==> config.mk <==
export PLATFORM = sky130hd
export DESIGN_NAME = stepper_step_pulse_generator_unit
export DESIGN_NICKNAME = d
export VERILOG_FILES = /design/src/design/sspg_pkg.sv /design/src/design/sspg_datapath.sv /design/src/design/sspg_ctrl.sv /design/src/design/stepper_step_pulse_generator_unit.sv
export SDC_FILE = /design/constraint.sdc
export NUM_CORES = 1
export LEC_CHECK = 0
export BUFFER_PORTS_ARGS = -buffer_cell sky130_fd_sc_hd__buf_2
export CORE_ASPECT_RATIO = 1.5
export CORE_UTILIZATION = 25
export CTS_CLUSTER_SIZE = 10
export DETAILED_ROUTE_END_ITERATION = 7
export PLACE_DENSITY = 0.37
export RECOVER_POWER = 25
export SYNTH_ARGS = -nofsm -noshare
export SYNTH_HDL_FRONTEND = slang
export SYNTH_HIERARCHICAL = 1
export SYNTH_SLANG_ARGS = --single-unit
==> constraint.sdc <==
create_clock -name clk -period 8.8 [get_ports clk]
set_input_delay 0.88 -clock clk [delete_from_list [all_inputs] [get_ports clk]]
set_output_delay 0.88 -clock clk [all_outputs]
set_load 0.01 [all_outputs]
==> src/design/sspg_pkg.sv <==
// Shared types and constants for the stepper step pulse generator.
// No dependencies; every other design file refers to this package by scoped names.
package sspg_pkg;

    // Microseconds in one minute: the dividend of the step period division
    localparam int unsigned US_PER_MINUTE = 60 * 1000 * 1000;

    // Quotient bits needed to hold US_PER_MINUTE
    localparam int unsigned QUOT_W = 26;

    // Divisor is steps_per_rev times |speed|, 16 x 16 bits
    localparam int unsigned DIVISOR_W = 32;

    localparam logic [QUOT_W-1:0] DIVIDEND = QUOT_W'(US_PER_MINUTE);

    // Steps per revolution after reset
    localparam logic [15:0] SPR_RESET = 16'd200;

    // Item opcodes
    localparam logic OP_TICK = 1'b0;
    localparam logic OP_MOVE = 1'b1;

    // Controller to datapath commands
    typedef struct packed {
        logic exec_imm;    // apply a tick or a zero-speed command now
        logic latch_move;  // capture operands of a move command
        logic mul_load;    // form the divisor and seed the divider
        logic div_step;    // one restoring division step
        logic finish;      // commit the move command
    } sspg_cmd_t;

    // Datapath to controller status
    typedef struct packed {
        logic imm;         // current input item needs no division
    } sspg_status_t;

endpackage

==> src/design/sspg_datapath.sv <==
// Datapath of the stepper step pulse generator: motion state, tick logic,
// bit-serial period divider and result registers. Depends on sspg_pkg.
module sspg_datapath #(
    parameter int PERIOD_WIDTH = 26
) (
    input  logic                     clk,
    input  logic                     rst_n,
    input  logic                     cfg_we,
    input  logic [15:0]              cfg_wdata,
    input  logic                     opcode,
    input  logic [15:0]              step_count,
    input  logic signed [15:0]       speed_rpm,
    input  sspg_pkg::sspg_cmd_t      cmd,
    output sspg_pkg::sspg_status_t   status,
    output logic                     step_strobe,
    output logic                     direction,
    output logic [15:0]              position,
    output logic [15:0]              steps_remaining,
    output logic                     running
);

    localparam int unsigned QW    = sspg_pkg::QUOT_W;
    localparam int unsigned DW    = sspg_pkg::DIVISOR_W;
    localparam int unsigned CMP_W = (PERIOD_WIDTH > QW) ? PERIOD_WIDTH : QW;
    localparam logic [PERIOD_WIDTH-1:0] PMAX = {PERIOD_WIDTH{1'b1}};

    // Configuration and motion state
    logic [15:0]             spr_reg;
    logic [PERIOD_WIDTH-1:0] period_reg, period_next;
    logic [PERIOD_WIDTH-1:0] elapsed_reg, elapsed_next;
    logic [15:0]             left_reg, left_next;
    logic                    cont_reg, cont_next;
    logic                    dir_reg, dir_next;
    logic [15:0]             pos_reg, pos_next;

    // Move operands and divider
    logic [15:0]             count_reg;
    logic                    neg_reg;
    logic [15:0]             mag_reg;
    logic [DW-1:0]           divisor_reg;
    logic [DW-1:0]           rem_reg, rem_next;
    logic [QW-1:0]           quo_reg, quo_next;

    // Result registers
    logic                    out_strobe_reg, out_strobe_next;
    logic                    out_dir_reg;
    logic [15:0]             out_pos_reg;
    logic [15:0]             out_left_reg;
    logic                    out_run_reg;

    logic [15:0]             spr_eff;
    logic [15:0]             speed_raw;
    logic [15:0]             speed_mag;
    logic                    active;
    logic [PERIOD_WIDTH-1:0] elapsed_inc;
    logic                    hit;
    logic [15:0]             pos_fwd, pos_rev;
    logic [DW:0]             trial;
    logic                    ge;
    logic [CMP_W-1:0]        quo_ext;
    logic [PERIOD_WIDTH-1:0] period_new;

    // Decode the incoming item
    assign spr_eff    = (spr_reg == 16'd0) ? 16'd1 : spr_reg;
    assign speed_raw  = speed_rpm;
    assign speed_mag  = speed_raw[15] ? (~speed_raw + 16'd1) : speed_raw;
    assign status.imm = (opcode == sspg_pkg::OP_TICK) || (speed_mag == 16'd0);

    // Tick arithmetic: saturating elapsed time, reach test, position wrap
    assign active      = cont_reg || (left_reg != 16'd0);
    assign elapsed_inc = (elapsed_reg != PMAX) ? elapsed_reg + PERIOD_WIDTH'(1) : elapsed_reg;
    assign hit         = active && (elapsed_inc >= period_reg);
    assign pos_fwd     = ({1'b0, pos_reg} + 17'd1 >= {1'b0, spr_eff}) ? 16'd0
                                                                      : pos_reg + 16'd1;
    assign pos_rev     = (pos_reg == 16'd0) ? spr_eff - 16'd1 : pos_reg - 16'd1;

    // Restoring division step
    assign trial    = {rem_reg, quo_reg[QW-1]};
    assign ge       = trial >= {1'b0, divisor_reg};
    assign rem_next = ge ? DW'(trial - {1'b0, divisor_reg}) : trial[DW-1:0];
    assign quo_next = {quo_reg[QW-2:0], ge};

    // Saturate the quotient to the period width, clamp zero to one
    always_comb
    begin
        quo_ext = CMP_W'(quo_reg);
        if (quo_ext > CMP_W'(PMAX))
        begin
            period_new = PMAX;
        end
        else if (quo_reg == '0)
        begin
            period_new = PERIOD_WIDTH'(1);
        end
        else
        begin
            period_new = quo_ext[PERIOD_WIDTH-1:0];
        end
    end

    // Next motion state
    always_comb
    begin
        period_next     = period_reg;
        elapsed_next    = elapsed_reg;
        left_next       = left_reg;
        cont_next       = cont_reg;
        dir_next        = dir_reg;
        pos_next        = pos_reg;
        out_strobe_next = 1'b0;
        if (cmd.exec_imm)
        begin
            if (opcode == sspg_pkg::OP_MOVE)
            begin
                // zero speed: stop, keep period, direction and position
                cont_next = 1'b0;
                left_next = 16'd0;
            end
            else if (active)
            begin
                elapsed_next = elapsed_inc;
                if (hit)
                begin
                    out_strobe_next = 1'b1;
                    elapsed_next    = elapsed_inc - period_reg;
                    if (!cont_reg)
                    begin
                        left_next = left_reg - 16'd1;
                    end
                    pos_next = dir_reg ? pos_fwd : pos_rev;
                end
            end
        end
        else if (cmd.finish)
        begin
            period_next  = period_new;
            elapsed_next = '0;
            left_next    = count_reg;
            cont_next    = (count_reg == 16'd0);
            dir_next     = !neg_reg;
        end
    end

    // Configuration and motion state registers
    always_ff @(posedge clk or negedge rst_n)
    begin
        if (!rst_n)
        begin
            spr_reg     <= sspg_pkg::SPR_RESET;
            period_reg  <= '0;
            elapsed_reg <= '0;
            left_reg    <= 16'd0;
            cont_reg    <= 1'b0;
            dir_reg     <= 1'b0;
            pos_reg     <= 16'd0;
        end
        else
        begin
            if (cfg_we)
            begin
                spr_reg <= cfg_wdata;
            end
            period_reg  <= period_next;
            elapsed_reg <= elapsed_next;
            left_reg    <= left_next;
            cont_reg    <= cont_next;
            dir_reg     <= dir_next;
            pos_reg     <= pos_next;
        end
    end

    // Operands, divider and result payload
    always_ff @(posedge clk)
    begin
        if (cmd.latch_move)
        begin
            count_reg <= step_count;
            neg_reg   <= speed_raw[15];
            mag_reg   <= speed_mag;
        end
        if (cmd.mul_load)
        begin
            divisor_reg <= spr_eff * mag_reg;
            rem_reg     <= '0;
            quo_reg     <= sspg_pkg::DIVIDEND;
        end
        else if (cmd.div_step)
        begin
            rem_reg <= rem_next;
            quo_reg <= quo_next;
        end
        if (cmd.exec_imm || cmd.finish)
        begin
            out_strobe_reg <= out_strobe_next;
            out_dir_reg    <= dir_next;
            out_pos_reg    <= pos_next;
            out_left_reg   <= left_next;
            out_run_reg    <= cont_next || (left_next != 16'd0);
        end
    end

    assign step_strobe     = out_strobe_reg;
    assign direction       = out_dir_reg;
    assign position        = out_pos_reg;
    assign steps_remaining = out_left_reg;
    assign running         = out_run_reg;

endmodule

==> src/design/sspg_ctrl.sv <==
// Controller of the stepper step pulse generator: handshakes and the
// sequence of a move command through the divider. Depends on sspg_pkg.
module sspg_ctrl (
    input  logic                    clk,
    input  logic                    rst_n,
    input  logic                    in_valid,
    output logic                    in_stall,
    output logic                    out_valid,
    input  logic                    out_stall,
    input  sspg_pkg::sspg_status_t  status,
    output sspg_pkg::sspg_cmd_t     cmd
);

    localparam int unsigned CNT_W = $clog2(sspg_pkg::QUOT_W);
    localparam logic [CNT_W-1:0] LAST_STEP = CNT_W'(sspg_pkg::QUOT_W - 1);

    localparam logic [1:0] S_IDLE = 2'd0;
    localparam logic [1:0] S_MUL  = 2'd1;
    localparam logic [1:0] S_DIV  = 2'd2;
    localparam logic [1:0] S_FIN  = 2'd3;

    logic [1:0]       state_reg, state_next;
    logic [CNT_W-1:0] cnt_reg, cnt_next;
    logic             out_valid_reg, out_valid_next;
    logic             accept;
    logic             load_out;

    // Take an item only when idle and the result register is free or draining
    assign in_stall = (state_reg != S_IDLE) || (out_valid_reg && out_stall);
    assign accept   = in_valid && !in_stall;

    // Sequence
    always_comb
    begin
        state_next = state_reg;
        cnt_next   = cnt_reg;
        cmd        = '0;
        case (state_reg)
            S_IDLE:
            begin
                if (accept)
                begin
                    if (status.imm)
                    begin
                        cmd.exec_imm = 1'b1;
                    end
                    else
                    begin
                        cmd.latch_move = 1'b1;
                        state_next     = S_MUL;
                    end
                end
            end
            S_MUL:
            begin
                cmd.mul_load = 1'b1;
                cnt_next     = '0;
                state_next   = S_DIV;
            end
            S_DIV:
            begin
                cmd.div_step = 1'b1;
                cnt_next     = cnt_reg + CNT_W'(1);
                if (cnt_reg == LAST_STEP)
                begin
                    state_next = S_FIN;
                end
            end
            S_FIN:
            begin
                cmd.finish = 1'b1;
                state_next = S_IDLE;
            end
            default:
            begin
                state_next = S_IDLE;
            end
        endcase
    end

    // Hold the result until transferred
    assign load_out = cmd.exec_imm || cmd.finish;

    always_comb
    begin
        out_valid_next = out_valid_reg;
        if (load_out)
        begin
            out_valid_next = 1'b1;
        end
        else if (out_valid_reg && !out_stall)
        begin
            out_valid_next = 1'b0;
        end
    end

    always_ff @(posedge clk or negedge rst_n)
    begin
        if (!rst_n)
        begin
            state_reg     <= S_IDLE;
            cnt_reg       <= '0;
            out_valid_reg <= 1'b0;
        end
        else
        begin
            state_reg     <= state_next;
            cnt_reg       <= cnt_next;
            out_valid_reg <= out_valid_next;
        end
    end

    assign out_valid = out_valid_reg;

    // A move command produces no result until the divider is done
    a_move_no_early_result: assert property (@(posedge clk) disable iff (!rst_n)
        (accept && !status.imm) |=> !out_valid_reg)
        else $error("move command result appeared before division finished");

    // The step counter never runs past the last quotient bit
    a_div_count_bound: assert property (@(posedge clk) disable iff (!rst_n)
        (state_reg == S_DIV) |-> (cnt_reg <= LAST_STEP))
        else $error("divider step count out of range");

    // A result is only loaded into a free or draining result register
    a_no_overwrite: assert property (@(posedge clk) disable iff (!rst_n)
        load_out |-> (!out_valid_reg || !out_stall))
        else $error("pending result overwritten");

    // Commit always returns to idle
    a_fin_to_idle: assert property (@(posedge clk) disable iff (!rst_n)
        (state_reg == S_FIN) |=> (state_reg == S_IDLE))
        else $error("controller did not return to idle after commit");

endmodule

==> src/design/stepper_step_pulse_generator_unit.sv <==
// Stepper step pulse generator: a tick, or a move command with zero speed, is
// applied in the cycle it is transferred and its result is ready on the next
// cycle; a move command with nonzero speed passes through operand capture,
// one multiply of steps_per_rev by |speed|, 26 steps of the bit-serial
// restoring divider forming 60000000 / (steps_per_rev * |speed|), and commit.
// One item is in flight at a time; the result register lets the next item be
// transferred in the same cycle the previous result is taken.
// Depends on sspg_pkg, sspg_ctrl and sspg_datapath.
module stepper_step_pulse_generator_unit #(
    parameter int PERIOD_WIDTH = 26
) (
    input  logic               clk,
    input  logic               rst_n,
    input  logic               cfg_we,
    input  logic [15:0]        cfg_wdata,
    input  logic               in_valid,
    output logic               in_stall,
    input  logic               opcode,
    input  logic [15:0]        step_count,
    input  logic signed [15:0] speed_rpm,
    output logic               out_valid,
    input  logic               out_stall,
    output logic               step_strobe,
    output logic               direction,
    output logic [15:0]        position,
    output logic [15:0]        steps_remaining,
    output logic               running
);

    sspg_pkg::sspg_cmd_t    cmd;
    sspg_pkg::sspg_status_t status;

    // Sequencer
    sspg_ctrl u_ctrl (
        .clk       (clk),
        .rst_n     (rst_n),
        .in_valid  (in_valid),
        .in_stall  (in_stall),
        .out_valid (out_valid),
        .out_stall (out_stall),
        .status    (status),
        .cmd       (cmd)
    );

    // Motion state, divider and results
    sspg_datapath #(
        .PERIOD_WIDTH (PERIOD_WIDTH)
    ) u_datapath (
        .clk             (clk),
        .rst_n           (rst_n),
        .cfg_we          (cfg_we),
        .cfg_wdata       (cfg_wdata),
        .opcode          (opcode),
        .step_count      (step_count),
        .speed_rpm       (speed_rpm),
        .cmd             (cmd),
        .status          (status),
        .step_strobe     (step_strobe),
        .direction       (direction),
        .position        (position),
        .steps_remaining (steps_remaining),
        .running         (running)
    );

endmodule

# Yosys cells after proc, flatten, opt, wreduce, memory -nomap -nowiden
# Index checks and enable logic that the tools add are counted.
op_classes:
  n_bitwise: 4
  n_addsub: 10
  n_mul: 1
  n_reduce_logical: 28
  n_lt_le_gt_ge: 4
  mux: 44
  eq_ne: 10
op_table:
  columns: ["operator", "n"]
  rows:
  - ["two-way mux 16 bit", 15]
  - ["two-way mux 26 bit", 8]
  - ["zero test 16 bit", 4]
  - ["subtractor 16 x 1 -> 16 bit, second input constant", 3]
  - [">= comparator 33 x 32 -> 1 bit", 1]
  - ["adder 16 x 1 -> 16 bit, second input constant", 2]
  - ["multiplier 16 x 16 -> 32 bit", 1]
  - ["two-way mux 32 bit", 1]
  - ["nonzero test 16 bit", 2]
  - ["subtractor 32 bit", 1]
  - ["adder 26 x 1 -> 26 bit, second input constant", 1]
  - [">= comparator 26 bit", 1]
  - ["> comparator 26 bit, second input constant", 1]
  - ["zero test 26 bit", 1]
  - ["inequality test 26 bit, second input constant", 1]
  - ["subtractor 26 bit", 1]
  - ["adder 16 x 1 -> 17 bit, second input constant", 1]
  - [">= comparator 17 x 16 -> 1 bit", 1]
  - ["NOT 16 bit", 1]
  - ["two-way mux 1 bit", 13]
  - ["two-way mux 2 bit", 5]
  - ["one-hot mux 5 bit (2 select lines)", 1]
  - ["one-hot mux 2 bit (4 select lines)", 1]
  - ["nonzero test 2 bit", 4]
  - ["14 further kinds", 30]
word_totals:
  out_inout_bits: 37
  inputBits: 54
  register_bits: 268
  elab_cells: 122

# Depth between registers and ports, before layout
logic_depth:
  ltp_word: 11
  mapped_depth: 32
  ltp_nobuf: 30

# Modules after synthesis
# The synthesis kept the hierarchy.
by_module_without_submodules:
  columns: ["module", "area_each_um2", "instances", "seq_area_each_um2", "cells_per_inst"]
  rows:
  - ["sspg_datapath", 23989.3, 1, 6720.2, 2645]
  - ["sspg_ctrl", 476.7, 1, 200.2, 49]

# Worst setup path before layout
# OpenSTA, ideal clock, no wires.
synth_timing:
  path_kind: "reg-to-reg"
  from: "reg u_datapath.spr_reg[3]"
  to: "reg u_datapath.divisor_reg[28], data pin"
  period_less_slack_ns: 6.820
  n_path_buf: 2
  setup_time_ns: 0.258
  t_arrival_ns: 6.563
  required_ns: 8.542
  path_slack_ns: 1.980
  path_stages_with_launch: 27
  path_cell_list: "dfstp_2 -> buf_4 -> inv_1 -> nand4_1 -> nor2_1 -> a41oi_1 -> inv_1 -> clkbuf_1 -> nand2_1 -> fa_1 -> fa_1 -> inv_1 -> fa_1 -> fa_1 -> fa_1 -> inv_1 -> fa_1 -> inv_1 -> ha_1 -> o21a_1 -> o21a_1 -> o221ai_1 -> o21ai_0 -> a211oi_1 -> o21bai_1 -> a21o_1 -> xor2_1"
synth_between:
  elab_chain_len: 3
synth_rtl:
  columns: ["element", "line_no", "source"]
  rows:
  - ["start: declaration", "sspg_datapath.sv:28", "logic [15:0] spr_reg;"]
  - ["start signal: assignment", "sspg_datapath.sv:149", "spr_reg <= sspg_pkg::SPR_RESET;"]
  - ["start signal: assignment", "sspg_datapath.sv:161", "spr_reg <= cfg_wdata;"]
  - ["zero test 16 bit", "sspg_datapath.sv:64", "assign spr_eff = (spr_reg == 16'd0) ? 16'd1 : spr_reg;"]
  - ["two-way mux 16 bit *", "sspg_datapath.sv:64", null]
  - ["multiplier 16 x 16 -> 32 bit *", "sspg_datapath.sv:183", "divisor_reg <= spr_eff * mag_reg;"]
  - ["end signal: assignment", "sspg_datapath.sv:183", null]
  - ["end: declaration", "sspg_datapath.sv:40", "logic [DW-1:0] divisor_reg;"]
# Mark *: on every way between the ends. The rest lies on a longest branch, timed or not.
# A chain may end at the register's enable or synchronous reset.

# Worst setup path after layout
# Same ends and word-level chain as after synthesis.

==> flow_metrics.env <==
export IMPL_synthFlopType="dfrtp_1"
export IMPL_first_pass_iters=5
export IMPL_hold_buffers=0
export IMPL_numCtsBuffers=36
export IMPL_hpwl_mm=56.2
export IMPL_final_hold_viol_count=0
export IMPL_ctsRootBufferMaster="clkbuf_16"
export IMPL_synth_edf_count=100
export IMPL_p_leak_nw=12.2
export IMPL_clockBufferDepth=3
export IMPL_worstMarginPinSlew_ns=3.72
export IMPL_ff2ff_path_depth=27
export IMPL_drive_gt1_frac=0.0817
export IMPL_num_nets_final=3166
export IMPL_syn2layout_area_growth_pct=11.7
export IMPL_fin_crit_ns=8.13
export IMPL_setup_tns_ns=0
export IMPL_h_tree_depth=2
export IMPL_whs_ns=0.482
export IMPL_synth_fp_nets=3134
export IMPL_worstPathArrival_ns=8.43
export IMPL_startpoint="u_datapath/spr_reg[3]$_DFFE_PN1P_"
export IMPL_critPathCapture="u_datapath/divisor_reg[28]$_DFFE_PP_"
export IMPL_fmax_mhz=123
export IMPL_drtIter0Drc=940
export IMPL_period_share=0.924
export IMPL_yosys_warnings=6
export IMPL_slowest_delay_ns=0.74
export IMPL_setup_viol=0
export IMPL_die_x_um=257
export IMPL_total_power_mw=12.3
export IMPL_synth_top_area_cell="fa_1"
export IMPL_wl_mm=73.7
export IMPL_vdd_ir_drop_max_mv=0.375
export IMPL_netlist_top_cells_count="inv_1, nand2_1, fa_1, ha_1, nor2_1"
export IMPL_vias_per_cell=4.72
export IMPL_pre_cts_slack_ns=0.716
export IMPL_rows=140
export IMPL_grt_usage=0.150
export IMPL_slew_headroom=-1.48
export IMPL_syn_avg_cell_area_sq_um=9.08
export IMPL_p_per_area_nw_per_um2=450
export IMPL_antenna_left=0
export IMPL_cts_sinks=268
export IMPL_fin_skew_ns=0.0242
export IMPL_crit_required_ns=9.10
export IMPL_worstPathMaxFanout=19
export IMPL_synth_top_area_share=0.160
export IMPL_yosys_top_cells_area="fa_1, edfxtp_1, dfrtp_1"
export IMPL_antenna_found_initial=0
export IMPL_yosysMostFrequentCell="inv_1"
export IMPL_core_sq_um=97000
export IMPL_cp_slowest_cell="dfstp_2"
export IMPL_r2r_end="u_datapath/divisor_reg[28]$_DFFE_PP_"
export IMPL_grt_pass1_wl_mm=116
export IMPL_synthCells=2694
export IMPL_end_kind="register"
export IMPL_initial_core_util=0.252
export IMPL_synth_seq_cells=268
export IMPL_rsz0062_at_grt="no"
export IMPL_drv_cap=3
export IMPL_clkLatencyLatePin_ns=0.57
export IMPL_hp_class="reg -> reg"
export IMPL_ys_seq_area_frac=0.283
export IMPL_grt_pass1_vias=20400
export IMPL_yosysUniqueCellTypes=87
export IMPL_grt_overflow=0
export IMPL_setup_ws_ns=0.671
export IMPL_worstReg2RegStart="u_datapath/spr_reg[3]$_DFFE_PN1P_"
export IMPL_drt_wirelength_per_cell_um=18.3
export IMPL_crit_type="reg -> reg"
export IMPL_worstSetupStartpointType="register"
export IMPL_die_h_um=385
export IMPL_clkTransAtPathRegs_ns=0.06
export IMPL_violations="capacitance limit, slew limit"
export IMPL_dieArea_sq_um=99100
export IMPL_cts_tree="done"
export IMPL_port_buffer_count=90
export IMPL_io_pins=91
export IMPL_report_final_slew_viol_count=144
export IMPL_status="complete, but fails checks"
export IMPL_place_congestion=0.823
export IMPL_cts_resized=0
export IMPL_rrSetupSlack_ns=0.67
export IMPL_cts_setup_buffers=0
export IMPL_grt_max_degree=72
export IMPL_drc=0
export IMPL_netlist_area_sq_um=24500
export IMPL_ys_async_sr_fraction=0.410
export IMPL_num_vias=19000
## worst max-delay path: cells and delay by family, from the launching register on
family,cells,cell delay [ns]
buffers and inverters,5,0.77
AND/OR/NAND/NOR,4,0.60
flip-flops,1,0.74
XOR/XNOR,1,0.06
adder cells (fa/ha/maj),7,2.83
AO/OA/AOI/OAI,10,2.83
## cells by family (layout without fill, tap and decap cells)
logic type / after synthesis / count (layout) / share of synthesized area
multiplexers: 71 / 71 / 0.0306
other: 0 / 1 / 0
flip-flops: 268 / 268 / 0.283
XOR/XNOR: 138 / 138 / 0.0494
AND/OR/NAND/NOR: 867 / 867 / 0.176
AO/OA/AOI/OAI: 485 / 485 / 0.128
buffers and inverters: 479 / 539 / 0.0751
adder cells (fa/ha/maj): 386 / 386 / 0.258
## placed cells by master, fill, tap and decap left out, drive strengths merged, types with 20 or more instances in the layout
cell and count:
xor2 40, o211ai 20, nand2 317, xnor2 98
dfxtp 58, fa 196, mux2 30, edfxtp 100
a21oi 119, nand3 70, and2 117, nor4 32
nand4 23, a311oi 27, a21o 46, o21ai 118
and3 29, ha 190, nand2b 25, buf 106
mux2i 41, inv 354, dfrtp 107, clkbuf 67
nor2 139, o21a 29, nor3 35, o22ai 20
## stage by stage
| step | instances | utilization | area (sq um) |
|---|---|---|---|
| final | 4033 | 0.282 | 27300 |
| after global routing | 4032 | 0.282 | 27300 |
| after CTS | 4032 | 0.282 | 27400 |
| after detailed placement | 3966 | 0.271 | 26300 |
| after global placement | 3966 | 0.271 | 26300 |
| after floorplan | 2694 | - | 24500 |
## metal layers
layer / wire length, um / part of all wire / track usage / up-vias
met5: 0 / 0 / 0 / -
met4: 2270 / 0.031 / 0.0518 / 0
met3: 2200 / 0.030 / 0.0168 / 130
met2: 39300 / 0.53 / 0.285 / 325
met1: 29900 / 0.41 / 0.170 / 9423
li1: - / - / - / 9152
## power by group
part	internal, mW	total [mW]	switching (mW)
sequential	2.04	2.42	0.377
clock	0.807	1.43	0.621
combinational	3.57	8.45	4.88
total	6.42	12.3	5.88
## worst min path at each step
stage / start / to / slack (ns) / depth (start not counted)
floorplan: u_datapath/neg_reg$_DFFE_PP_ / u_datapath/dir_reg$_DFF_PN0_ / 0.44 / 1
global placement: u_datapath/rem_reg[31]$_SDFFE_PP0P_ / u_datapath/rem_reg[31]$_SDFFE_PP0P_ / 0.47 / 2
detailed placement: u_datapath/period_reg[25]$_DFFE_PN0P_ / u_datapath/period_reg[25]$_DFFE_PN0P_ / 0.48 / 2
CTS: rst_n / u_datapath/elapsed_reg[11]$_DFFE_PN0P_ / 0.36 / 1
global route: step_count[4] / u_datapath/count_reg[4]$_DFFE_PP_ / 0.46 / 1
finish: u_datapath/rem_reg[31]$_SDFFE_PP0P_ / u_datapath/rem_reg[31]$_SDFFE_PP0P_ / 0.48 / 2
## cell type report
type / count / area [sq um]
clock buffers: 53 / 975
flip-flops and latches: 268 / 6920
inverters: 353 / 1330
fillers: 10400 / 69700
repair buffers: 120 / 651
diodes: 1 / 2.50
multi-input cells: 1947 / 15700
clock inverters: 13 / 124
well taps: 1278 / 1600
Note: power is estimated with default switching activity, not from simulation.
